$ cat config.mk
export PLATFORM = sky130hd
export DESIGN_NAME = eprom_byte_program_sequencer
export DESIGN_NICKNAME = d
export VERILOG_FILES = /design/src/rtl/ebps_pkg.sv /design/src/rtl/eprom_byte_program_sequencer.sv
export SDC_FILE = /design/constraint.sdc
export NUM_CORES = 1
export LEC_CHECK = 0
export BUFFER_PORTS_ARGS = -buffer_cell sky130_fd_sc_hd__buf_2
export CORE_UTILIZATION = 58
export CTS_CLUSTER_DIAMETER = 150
export DETAILED_ROUTE_END_ITERATION = 16
export PLACE_DENSITY = 0.79
export SETUP_SLACK_MARGIN = 0.5
export SKIP_CTS_REPAIR_TIMING = 1
export SLEW_MARGIN = 10
export SYNTH_ARGS = -nofsm -noshare
export SYNTH_HDL_FRONTEND = slang
export SYNTH_SLANG_ARGS = --single-unit
$ cat constraint.sdc
create_clock -name clk -period 5.51 [get_ports clk]
set_clock_uncertainty 0.05 [all_clocks]
set_input_delay 0.2755 -clock clk [delete_from_list [all_inputs] [get_ports clk]]
set_output_delay 0.2755 -clock clk [all_outputs]
set_load 0.05 [all_outputs]
$ cat src/rtl/ebps_pkg.sv
package ebps_pkg;

    localparam int PAGE_ADDR_BITS  = 9;
    localparam int UPPER_ADDR_BITS = 16;

    localparam logic [3:0] MAX_ATTEMPTS_RESET = 4'd10;
    localparam logic [3:0] ATTEMPT_CEILING    = 4'd15;

    // Event codes carried in the op field of an input item.
    localparam logic [1:0] OP_PROGRAM  = 2'd0;
    localparam logic [1:0] OP_TICK     = 2'd1;
    localparam logic [1:0] OP_READBACK = 2'd2;
    localparam logic [1:0] OP_RESTART  = 2'd3;

    // Codes of the action field of a result item.
    localparam logic [2:0] ACT_NONE  = 3'd0;
    localparam logic [2:0] ACT_PULSE = 3'd1;
    localparam logic [2:0] ACT_READ  = 3'd2;
    localparam logic [2:0] ACT_OVER  = 3'd3;
    localparam logic [2:0] ACT_DONE  = 3'd4;

    typedef enum logic [3:0] {
        PH_IDLE   = 4'b0001,
        PH_PULSE  = 4'b0010,
        PH_VERIFY = 4'b0100,
        PH_OVER   = 4'b1000
    } phase_t;

    typedef struct packed {
        logic [1:0] op;
        logic [7:0] value;
    } ebps_in_t;

    typedef struct packed {
        logic [2:0]                 action;
        logic [7:0]                 data_out;
        logic [PAGE_ADDR_BITS-1:0]  low_addr;
        logic [UPPER_ADDR_BITS-1:0] high_addr;
        logic [3:0]                 attempts;
        logic                       matched;
    } ebps_out_t;

endpackage

$ cat src/rtl/eprom_byte_program_sequencer.sv
// A result item goes into the output register when its input item is accepted, or into the
// one-entry skid register while the output stalls. One item per cycle while the skid entry is
// empty; the sequencer state and the result register both update in the accepting cycle.
// Reset (rst_n low, asynchronous): phase idle, attempt count and both addresses zero,
// max_attempts 10, output and skid registers empty. The held byte is not reset.
module eprom_byte_program_sequencer
    import ebps_pkg::*;
(
    input  logic      clk,
    input  logic      rst_n,
    input  logic      cfg_write_en,
    input  logic [3:0] cfg_write_data,
    input  logic      in_valid,
    output logic      in_stall,
    input  ebps_in_t  in_data,
    output logic      out_valid,
    input  logic      out_stall,
    output ebps_out_t out_data
);

    // Sequencer state. The phase walks idle -> pulse -> verify, back to pulse on a
    // mismatch, or on to overprogram once the byte matched or the attempt limit was hit.
    phase_t                     phase_reg, phase_next;
    logic [3:0]                 count_reg, count_next;
    logic [7:0]                 held_reg, held_next;
    logic [PAGE_ADDR_BITS-1:0]  page_reg, page_next;
    logic [UPPER_ADDR_BITS-1:0] upper_reg, upper_next;
    logic [3:0]                 max_attempts_reg;

    // Output register plus a skid entry, so an item can be taken while a result waits.
    logic      out_valid_reg;
    ebps_out_t out_data_reg;
    logic      skid_valid_reg;
    ebps_out_t skid_data_reg;

    logic      accept;
    logic      out_take;
    ebps_out_t result;
    logic      show_byte;
    logic [3:0] count_inc;
    logic [3:0] count_dec;
    logic [PAGE_ADDR_BITS-1:0] page_inc;

    assign in_stall  = skid_valid_reg;
    assign accept    = in_valid && !skid_valid_reg;
    assign out_take  = out_valid_reg && !out_stall;
    assign out_valid = out_valid_reg;
    assign out_data  = out_data_reg;

    assign count_inc = (count_reg < ATTEMPT_CEILING) ? count_reg + 4'd1 : count_reg;
    assign count_dec = count_reg - 4'd1;
    assign page_inc  = page_reg + {{(PAGE_ADDR_BITS-1){1'b0}}, 1'b1};

    // Next state and the result item for the incoming event. Events that do not fit
    // the current phase leave everything unchanged and answer with no action.
    always_comb
    begin
        phase_next      = phase_reg;
        count_next      = count_reg;
        held_next       = held_reg;
        page_next       = page_reg;
        upper_next      = upper_reg;
        show_byte       = 1'b0;
        result.action   = ACT_NONE;
        result.matched  = 1'b0;

        unique case (in_data.op)
            OP_PROGRAM:
            begin
                if (phase_reg == PH_IDLE)
                begin
                    held_next     = in_data.value;
                    count_next    = '0;
                    phase_next    = PH_PULSE;
                    result.action = ACT_PULSE;
                end
            end
            OP_TICK:
            begin
                if (phase_reg == PH_PULSE)
                begin
                    phase_next    = PH_VERIFY;
                    result.action = ACT_READ;
                end
                else if (phase_reg == PH_OVER)
                begin
                    count_next = count_dec;
                    // The overprogram countdown has run out: the byte is finished and
                    // the address moves on, carrying into the upper counter on wrap.
                    if (count_dec == 4'd0)
                    begin
                        page_next = page_inc;
                        if (page_inc == '0)
                        begin
                            upper_next = upper_reg + {{(UPPER_ADDR_BITS-1){1'b0}}, 1'b1};
                        end
                        phase_next    = PH_IDLE;
                        result.action = ACT_DONE;
                        show_byte     = 1'b1;
                    end
                end
            end
            OP_READBACK:
            begin
                if (phase_reg == PH_VERIFY)
                begin
                    count_next     = count_inc;
                    result.matched = (in_data.value == held_reg);
                    if ((in_data.value == held_reg) || (count_inc >= max_attempts_reg))
                    begin
                        phase_next    = PH_OVER;
                        result.action = ACT_OVER;
                    end
                    else
                    begin
                        phase_next    = PH_PULSE;
                        result.action = ACT_PULSE;
                    end
                end
            end
            OP_RESTART:
            begin
                phase_next = PH_IDLE;
                count_next = '0;
                page_next  = '0;
                upper_next = '0;
            end
            default:
            begin
                phase_next = phase_reg;
            end
        endcase

        result.data_out  = ((phase_next != PH_IDLE) || show_byte) ? held_next : 8'd0;
        result.low_addr  = page_next;
        result.high_addr = upper_next;
        result.attempts  = count_next;
    end

    always_ff @(posedge clk or negedge rst_n)
    begin
        if (!rst_n)
        begin
            phase_reg        <= PH_IDLE;
            count_reg        <= '0;
            page_reg         <= '0;
            upper_reg        <= '0;
            max_attempts_reg <= MAX_ATTEMPTS_RESET;
        end
        else
        begin
            if (cfg_write_en)
            begin
                max_attempts_reg <= cfg_write_data;
            end
            if (accept)
            begin
                phase_reg <= phase_next;
                count_reg <= count_next;
                page_reg  <= page_next;
                upper_reg <= upper_next;
            end
        end
    end

    // The held byte is only read outside idle, so always after it was written.
    always_ff @(posedge clk)
    begin
        if (accept)
        begin
            held_reg <= held_next;
        end
    end

    always_ff @(posedge clk or negedge rst_n)
    begin
        if (!rst_n)
        begin
            out_valid_reg  <= 1'b0;
            skid_valid_reg <= 1'b0;
        end
        else if (skid_valid_reg)
        begin
            // No item is accepted while the skid entry is full.
            if (out_take)
            begin
                skid_valid_reg <= 1'b0;
            end
        end
        else if (accept)
        begin
            if (!out_valid_reg || out_take)
            begin
                out_valid_reg <= 1'b1;
            end
            else
            begin
                skid_valid_reg <= 1'b1;
            end
        end
        else if (out_take)
        begin
            out_valid_reg <= 1'b0;
        end
    end

    always_ff @(posedge clk)
    begin
        if (skid_valid_reg)
        begin
            if (out_take)
            begin
                out_data_reg <= skid_data_reg;
            end
        end
        else if (accept)
        begin
            if (!out_valid_reg || out_take)
            begin
                out_data_reg <= result;
            end
            else
            begin
                skid_data_reg <= result;
            end
        end
    end

endmodule

==> results of run 1 <==
power by group:
| part | switching (uW) | total [uW] | internal (uW) |
|---|---|---|---|
| combinational | 970 | 1280 | 310 |
| sequential | 126 | 1480 | 1350 |
| clock | 421 | 1180 | 754 |
Yosys cell counts, types with 13 or more instances:
cell / instances / share of area
a21oi_1: 24 / 0.018
clkbuf_1: 28 / 0.016
dfrtp_1: 36 / 0.14
edfxtp_1: 90 / 0.41
inv_1: 25 / 0.014
mux2_2: 16 / 0.028
nand2_1: 64 / 0.037
nand3_1: 13 / 0.0099
nor2_1: 55 / 0.032
o21ai_0: 48 / 0.037
o22ai_1: 15 / 0.014
o31ai_1: 18 / 0.021
xnor2_1: 13 / 0.017
xor2_1: 14 / 0.019
cell type report:
class	count	area, um2
clock inverters	14	189
repair buffers	66	343
inverters	25	93.8
fillers	798	3410
well taps	140	175
flip-flops and latches	129	3680
multi-input cells	413	2610
clock buffers	18	429
routing by layer:
metal  GRT usage  share of wire  vias to the layer above
met3      0.0651          0.069                       29
met1       0.336           0.40                     2467
met5           0              0                        -
li1            -              -                     2329
met4       0.128          0.021                        0
met2       0.455           0.51                      220
logic make-up (layout without fill, tap and decap cells):
group           after synthesis  in the layout  synth area share
compound gates              151            151             0.147
xor+xnor                     27             27            0.0361
fa+ha+maj                     9              9            0.0172
buf+inv                      67            123            0.0407
flops                       129            129             0.562
mux                          25             25            0.0415
simple gates                201            201             0.155
stage by stage:
step                      instances  worst slack [ps]   util  hold slack (ps)
after detailed placement        773              1920  0.632              420
after floorplan                 609              1400      -            -70.1
after CTS                       805              1860  0.688            -23.5
after global placement          773              2030  0.632              420
final                           805              1790  0.688            -49.5
after global routing            805              1570  0.688             32.6
path summary, 6_finish.rpt:
path	startpoint	endpoint	slack (ps)	cells past startpoint
setup reg to reg	count_reg[0]	skid_data_reg[36]	1790	10
setup / recovery	count_reg[0]	skid_data_reg[36]	1790	10
hold / removal	rst_n	count_reg[2]	-50	1
min in group clk	cfg_write_data[1]	max_attempts_reg[1]	30	3
hold reg to reg	skid_data_reg[15]	out_data[15]	480	2
max in group asynchronous	rst_n	in_stall	4770	1
==> flow_metrics.py, run 1 <==
metrics = {
    "routing": {
        "routed_wl_um": 15000,
        "drc": 0,
        "drtPass1Iterations": 5,
        "vias_per_cell": 6.27,
        "ant_nets": 0,
        "drt_first_iter_violations": 555,
        "post_drt_wl_per_cell_um": 18.7,
        "via_count": 5045,
    },
    "synthesis": {
        "ys_seq_area_frac": 0.562,
        "async_flop_share": 0.302,
        "synthesis.area_um2": 6550,
        "yosysUniqueCellTypes": 64,
        "syn-num-nets": 637,
        "synth-edff-count": 90,
        "synth.avg_cell_area_um2": 10.8,
        "ys_dominant_reg_cell": "edfxtp_1",
        "ys_seq_elements": 129,
        "synthCells": 609,
        "ys.warnings.count": 0,
    },
    "critical_path": {
        "crit_chain": "ha_1, nand3_1, xnor2_1, ha_1, nand2b_1, a211oi_1, o21ai_0, a22oi_1, nor3b_2, nor2_1",
        "cp.buffers_inverters": 0,
        "end_kind": "register",
        "crit_path_start_kind": "register",
        "critPathKind": "reg -> reg",
        "critPathMaxStageDelay_ps": 860,
        "critical_path.max_fanout": 16,
        "required_ps": 5580,
        "crit_family": "simple AND/OR/NAND/NOR gates",
        "critical_path_arrival_ps": 3790,
        "slowest_stage": "nor3b_2",
        "cpMostUsedCell": "ha_1",
    },
    "power": {
        "cellPowerDensity_nw_per_um2": 522,
        "ir_drop_v": 0.000419,
        "power_uw": 3930,
        "p_leak_uw": 0.00298,
    },
    "floorplan": {
        "die_w_um": 108,
        "die_h_um": 108,
        "pin_count": 62,
        "initial_core_util": 0.599,
        "core_area_um2": 10900,
        "dieArea_um2": 11700,
        "row_count": 38,
    },
    "clocking": {
        "cts_max_level": 4,
        "cts_num_sinks": 129,
        "cts-buffers-inserted": 17,
        "cts_tree": "built",
        "cts_root_buf": "clkbuf_16",
        "insertion_delay_ps": 420,
        "clk_pin_slew_ps": 60,
        "clock_path_buffers": 2,
    },
    "status": {
        "outcome": "finished with violations",
        "violations": "negative hold slack",
    },
    "global_route": {
        "grt_max_degree": 62,
        "antenna_found_initial": 0,
        "grt_pass1_vias": 4917,
        "grt_usage": 0.273,
        "grt_overflow_total": 0,
        "grt_first_pass_wirelength_um": 24100,
    },
    "cells_and_area": {
        "syn2layout_area_growth_pct": 14.9,
        "antenna_cells": 0,
        "fin_nets": 680,
        "layout-drive-gt1-share": 0.194,
        "mostFrequentLayoutCells": "edfxtp_1, nand2_1, buf_2",
        "layout_commonest_cell": "edfxtp_1",
        "stdcell_area_um2": 7530,
    },
    "sta": {
        "relSlewSlack": 0.314,
        "drv_slew": 0,
        "fmax_mhz": 269,
        "rsz0062_at_grt": "false",
        "tns_ps": 0,
        "post-route-min-period_ps": 3720,
        "final_hold_viol_count": 36,
        "setup_violations": 0,
        "worstMarginPinSlew_ps": 1020,
        "hold_ws_ps": -49.5,
        "min_period_over_period": 0.675,
    },
    "run": {
        "drv_cap": 0,
    },
    "place": {
        "place_congestion": 0.854,
        "placed_area_um2": 6910,
        "dp_hpwl_um": 9420,
        "port_buffers": 61,
    },
    "hold_path": {
        "hold_class": "in -> async",
    },
}
(Power assumes the default switching activity.)
==> run 2, diff against run 1 <==
Clock period 5.51 ns to 3.6 ns, I/O delays scaled along.
==> run 2 against run 1 <==
Effect of this change:
- the flow still finishes with violations (negative hold slack)
- routed wire length shrank 2.9%
- sequential power rose by 53%
- die area unchanged
- first-iteration DRC count decreased by 23%
- worst setup slack got worse by 1100 ps
- final area increased by 1.5%
- count of clock-buffer cells in the layout is 1 higher
- worst hold slack improved by 31 ps
- power grew 51%
- global-route usage shrank 0.67 points
- critical path depth rose by 1
- fmax grew 28%
- highest routed layer unchanged
==> flow_metrics.py, run 2 (same netlist as run 1, synthesis figures left out) <==
metrics = {
    "global_route": {
        "grt_max_degree": 61,
        "grt_first_pass_wirelength_um": 23600,
        "antenna_found_initial": 0,
        "grt_pass1_vias": 4890,
        "grt_usage": 0.266,
        "grt_overflow_total": 0,
    },
    "clocking": {
        "cts_root_buf": "clkbuf_16",
        "cts_tree": "built",
        "clock_path_buffers": 2,
        "cts_max_level": 4,
        "insertion_delay_ps": 420,
        "clk_pin_slew_ps": 60,
        "cts-buffers-inserted": 17,
        "cts_num_sinks": 129,
    },
    "sta": {
        "tns_ps": 0,
        "relSlewSlack": 0.365,
        "hold_ws_ps": -18.9,
        "final_hold_viol_count": 2,
        "worstMarginPinSlew_ps": 952,
        "rsz0062_at_grt": "false",
        "setup_violations": 0,
        "drv_slew": 0,
        "min_period_over_period": 0.808,
        "post-route-min-period_ps": 2910,
        "fmax_mhz": 344,
    },
    "floorplan": {
        "row_count": 38,
        "die_w_um": 108,
        "core_area_um2": 10900,
        "pin_count": 62,
        "initial_core_util": 0.599,
        "die_h_um": 108,
        "dieArea_um2": 11700,
    },
    "place": {
        "place_inst": 777,
        "placed_area_um2": 6950,
        "place_congestion": 0.894,
        "dp_hpwl_um": 9370,
        "port_buffers": 61,
    },
    "critical_path": {
        "cp.buffers_inverters": 1,
        "critical_path_arrival_ps": 3010,
        "worst-r2r-setup-slack_ps": 690,
        "critPathKind": "reg -> reg",
        "required_ps": 3700,
        "crit_family": "compound AO/OA/AOI/OAI gates",
        "critical_path.max_fanout": 16,
        "end_kind": "register",
        "critPathMaxStageDelay_ps": 420,
        "slowest_stage": "dfrtp_1",
        "crit_path_start_kind": "register",
        "crit_chain": "ha_2, nand3_2, xnor2_1, ha_1, nand2b_1, a211oi_1, o21ai_0, a22oi_1, nor3b_2, buf_6, o31ai_1",
    },
    "routing": {
        "drt_first_iter_violations": 430,
        "ant_nets": 0,
        "post_drt_wl_per_cell_um": 17.8,
        "vias_per_cell": 6.22,
        "via_count": 5097,
        "drc": 0,
        "drtPass1Iterations": 5,
        "routed_wl_um": 14600,
    },
    "hold_path": {
        "hold_class": "in -> reg",
    },
    "cells_and_area": {
        "layout-drive-gt1-share": 0.199,
        "stdcell_area_um2": 7640,
        "syn2layout_area_growth_pct": 16.7,
        "fin_cells": 820,
        "antenna_cells": 0,
        "layout_commonest_cell": "edfxtp_1",
        "fin_nets": 695,
        "mostFrequentLayoutCells": "edfxtp_1, nand2_1, buf_2",
    },
    "power": {
        "ir_drop_v": 0.000863,
        "p_leak_uw": 0.00303,
        "power_uw": 5940,
        "cellPowerDensity_nw_per_um2": 777,
    },
    "status": {
        "violations": "negative hold slack",
        "outcome": "finished with violations",
    },
    "run": {
        "drv_cap": 0,
    },
}
[run 2: final cells by class]
type	instances	area, um2
Tap cell	140	175
Clock buffer	19	433
Clock inverter	13	144
Multi-Input combinational cell	413	2620
Fill cell	800	3290
Timing Repair Buffer	81	492
Inverter	25	93.8
Sequential cell	129	3680
[run 2: path summary, 6_finish.rpt]
kind	from	to	depth (start not counted)
worst min-delay path	cfg_write_en	max_attempts_reg[2]	2
max in group asynchronous	rst_n	in_stall	2
worst max-delay path	count_reg[1]	out_data[35]	11
min in group asynchronous	rst_n	count_reg[2]	2
worst min register to register	skid_data_reg[30]	out_data[30]	2
worst max register to register	count_reg[1]	out_data[35]	11
[run 2: layer usage]
metal	track usage	up-vias	part of all wire
met1	0.340	2483	0.41
met4	0.127	0	0.027
li1	-	2360	-
met3	0.0561	39	0.063
met5	0	-	0
met2	0.435	215	0.49
[run 2: power by group]
| part | internal (uW) | switching, uW | total [uW] |
|---|---|---|---|
| combinational | 513 | 1470 | 1980 |
| sequential | 2070 | 196 | 2260 |
| clock | 1070 | 616 | 1690 |
[run 2: stage by stage]
| step | utilization | hold WS [ps] | worst slack (ps) |
|---|---|---|---|
| after floorplan | - | -166 | 523 |
| after global placement | 0.636 | 324 | 610 |
| after detailed placement | 0.636 | 332 | 449 |
| after CTS | 0.688 | -95.8 | 440 |
| after global routing | 0.699 | 6.47 | 508 |
| final | 0.699 | -18.9 | 692 |
==> run 3, diff against run 2 <==
Settings changed: CORE_UTILIZATION 58 to 54, PLACE_DENSITY 0.79 to 0.78.
Clock period 3.6 ns to 2.65 ns, I/O delays scaled along.
==> run 3 against run 2 <==
Effect of this change:
- the run ends with design-rule violations, negative setup slack left
- global-route usage is 2.5 points lower
- sequential share of layout area is 6.7 points lower
- clock power is 25% higher
- highest routed layer unchanged
- combinational power is 58% higher
- largest power group is now combinational logic
- routed wire length is 12% higher
- core utilization is 6.6 points higher
- sequential power is 35% higher
- critical path depth is 1 lower
- cell count is 6.2% higher
- critical path type unchanged
==> flow_metrics.py, run 3 (same netlist as run 1, synthesis figures left out) <==
metrics = {
    "status": {
        "outcome": "finished with violations",
        "violations": "design-rule violations, negative setup slack",
    },
    "critical_path": {
        "cpMostUsedCell": "o21ai_0",
        "critical_path.max_fanout": 16,
        "crit_path_start_kind": "register",
        "end_kind": "register",
        "critical_path_arrival_ps": 2800,
        "crit_family": "compound AO/OA/AOI/OAI gates",
        "required_ps": 2740,
        "slowest_stage": "dfrtp_2",
        "critPathMaxStageDelay_ps": 460,
        "critPathKind": "reg -> reg",
        "cp.buffers_inverters": 2,
        "crit_chain": "ha_4, o21ai_0, inv_1, ha_1, o21ai_0, o21ai_2, a22oi_2, nor3b_4, buf_12, o31ai_1",
    },
    "global_route": {
        "antenna_found_initial": 0,
        "grt_first_pass_wirelength_um": 23500,
        "grt_overflow_total": 0,
        "grt_pass1_vias": 4682,
        "grt_usage": 0.241,
        "grt_max_degree": 61,
    },
    "sta": {
        "hold_ws_ps": 0.282,
        "post-route-min-period_ps": 2710,
        "drv_slew": 0,
        "rsz0062_at_grt": "true",
        "min_period_over_period": 1.02,
        "fmax_mhz": 370,
        "worst_slack_ps": -55.1,
        "final_hold_viol_count": 0,
        "setup_violations": 10,
        "relSlewSlack": 0.354,
        "worstMarginPinSlew_ps": 969,
    },
    "clocking": {
        "clock_path_buffers": 2,
        "cts-buffers-inserted": 17,
        "cts_num_sinks": 129,
        "cts_max_level": 4,
        "clk_pin_slew_ps": 60,
        "insertion_delay_ps": 420,
        "cts_root_buf": "clkbuf_16",
        "cts_tree": "built",
    },
    "floorplan": {
        "initial_core_util": 0.564,
        "row_count": 39,
        "die_w_um": 112,
        "pin_count": 62,
        "dieArea_um2": 12600,
        "core_area_um2": 11600,
        "die_h_um": 112,
    },
    "place": {
        "placed_area_um2": 7340,
        "place_congestion": 0.898,
        "dp_hpwl_um": 9050,
        "post-place-ws_ps": -98.2,
        "port_buffers": 61,
    },
    "routing": {
        "vias_per_cell": 6.08,
        "drc": 4,
        "drt_first_iter_violations": 528,
        "via_count": 5299,
        "routed_wl_um": 16300,
        "ant_nets": 0,
        "drtPass1Iterations": 11,
        "post_drt_wl_per_cell_um": 18.7,
    },
    "hold_path": {
        "hold_class": "in -> reg",
    },
    "cells_and_area": {
        "syn2layout_area_growth_pct": 35.7,
        "antenna_cells": 0,
        "fin_nets": 743,
        "stdcell_area_um2": 8880,
        "layout-drive-gt1-share": 0.391,
        "mostFrequentLayoutCells": "edfxtp_1, buf_2, nand2_1",
        "layout_commonest_cell": "edfxtp_1",
    },
    "run": {
        "drv_cap": 0,
    },
    "power": {
        "cellPowerDensity_nw_per_um2": 933,
        "p_leak_uw": 0.00359,
        "ir_drop_v": 0.000491,
    },
}
[run 3: final timing paths]
path,start,end,slack [ps],cells after the start
setup / recovery,count_reg[1],out_data[32],-60,10
hold / removal,in_valid,in_stall,0.3,3
setup reg to reg,count_reg[1],out_data[32],-60,10
hold reg to reg,skid_data_reg[23],out_data[23],480,2
max in group asynchronous,rst_n,in_stall,1520,2
min in group asynchronous,rst_n,page_reg[6],360,2
[run 3: report_power, final]
group	internal, uW	total, uW	leakage, uW	switching, uW
sequential	2800	3040	0.00135	232
clock	1300	2120	0.000259	820
combinational	894	3130	0.00199	2230
[run 3: stage by stage]
stage / TNS [ps] / utilization / std cells / power [uW]
2_1_floorplan: 0 / - / 609 / 5290
3_3_place_gp: 0 / 0.632 / 798 / 5870
3_5_place_dp: -936 / 0.632 / 798 / 5950
4_1_cts: -1600 / 0.678 / 830 / 8080
5_1_grt: -3410 / 0.765 / 871 / 8640
6_report: -339 / 0.765 / 871 / 8290
[run 3: area by class of cell]
cell class	instances	area, um2
sequential	129	3690
multi-input combinational	413	3400
fill	710	2730
timing repair buffer	129	980
clock buffer	25	505
tap	143	179
inverter	25	96.3
clock inverter	7	35.0
[run 3: layer usage]
layer,up-vias,share of wire,GRT usage
met5,-,0,0
met4,0,0.026,0.0969
met3,43,0.054,0.0481
met2,201,0.50,0.385
met1,2593,0.42,0.328
li1,2462,-,-
[run 3: worst min-delay path, delay by kind of cell]
family                 cells  cell delay (ps)
AOI/OAI and AO/OA          2              180
buffers and inverters      1              110
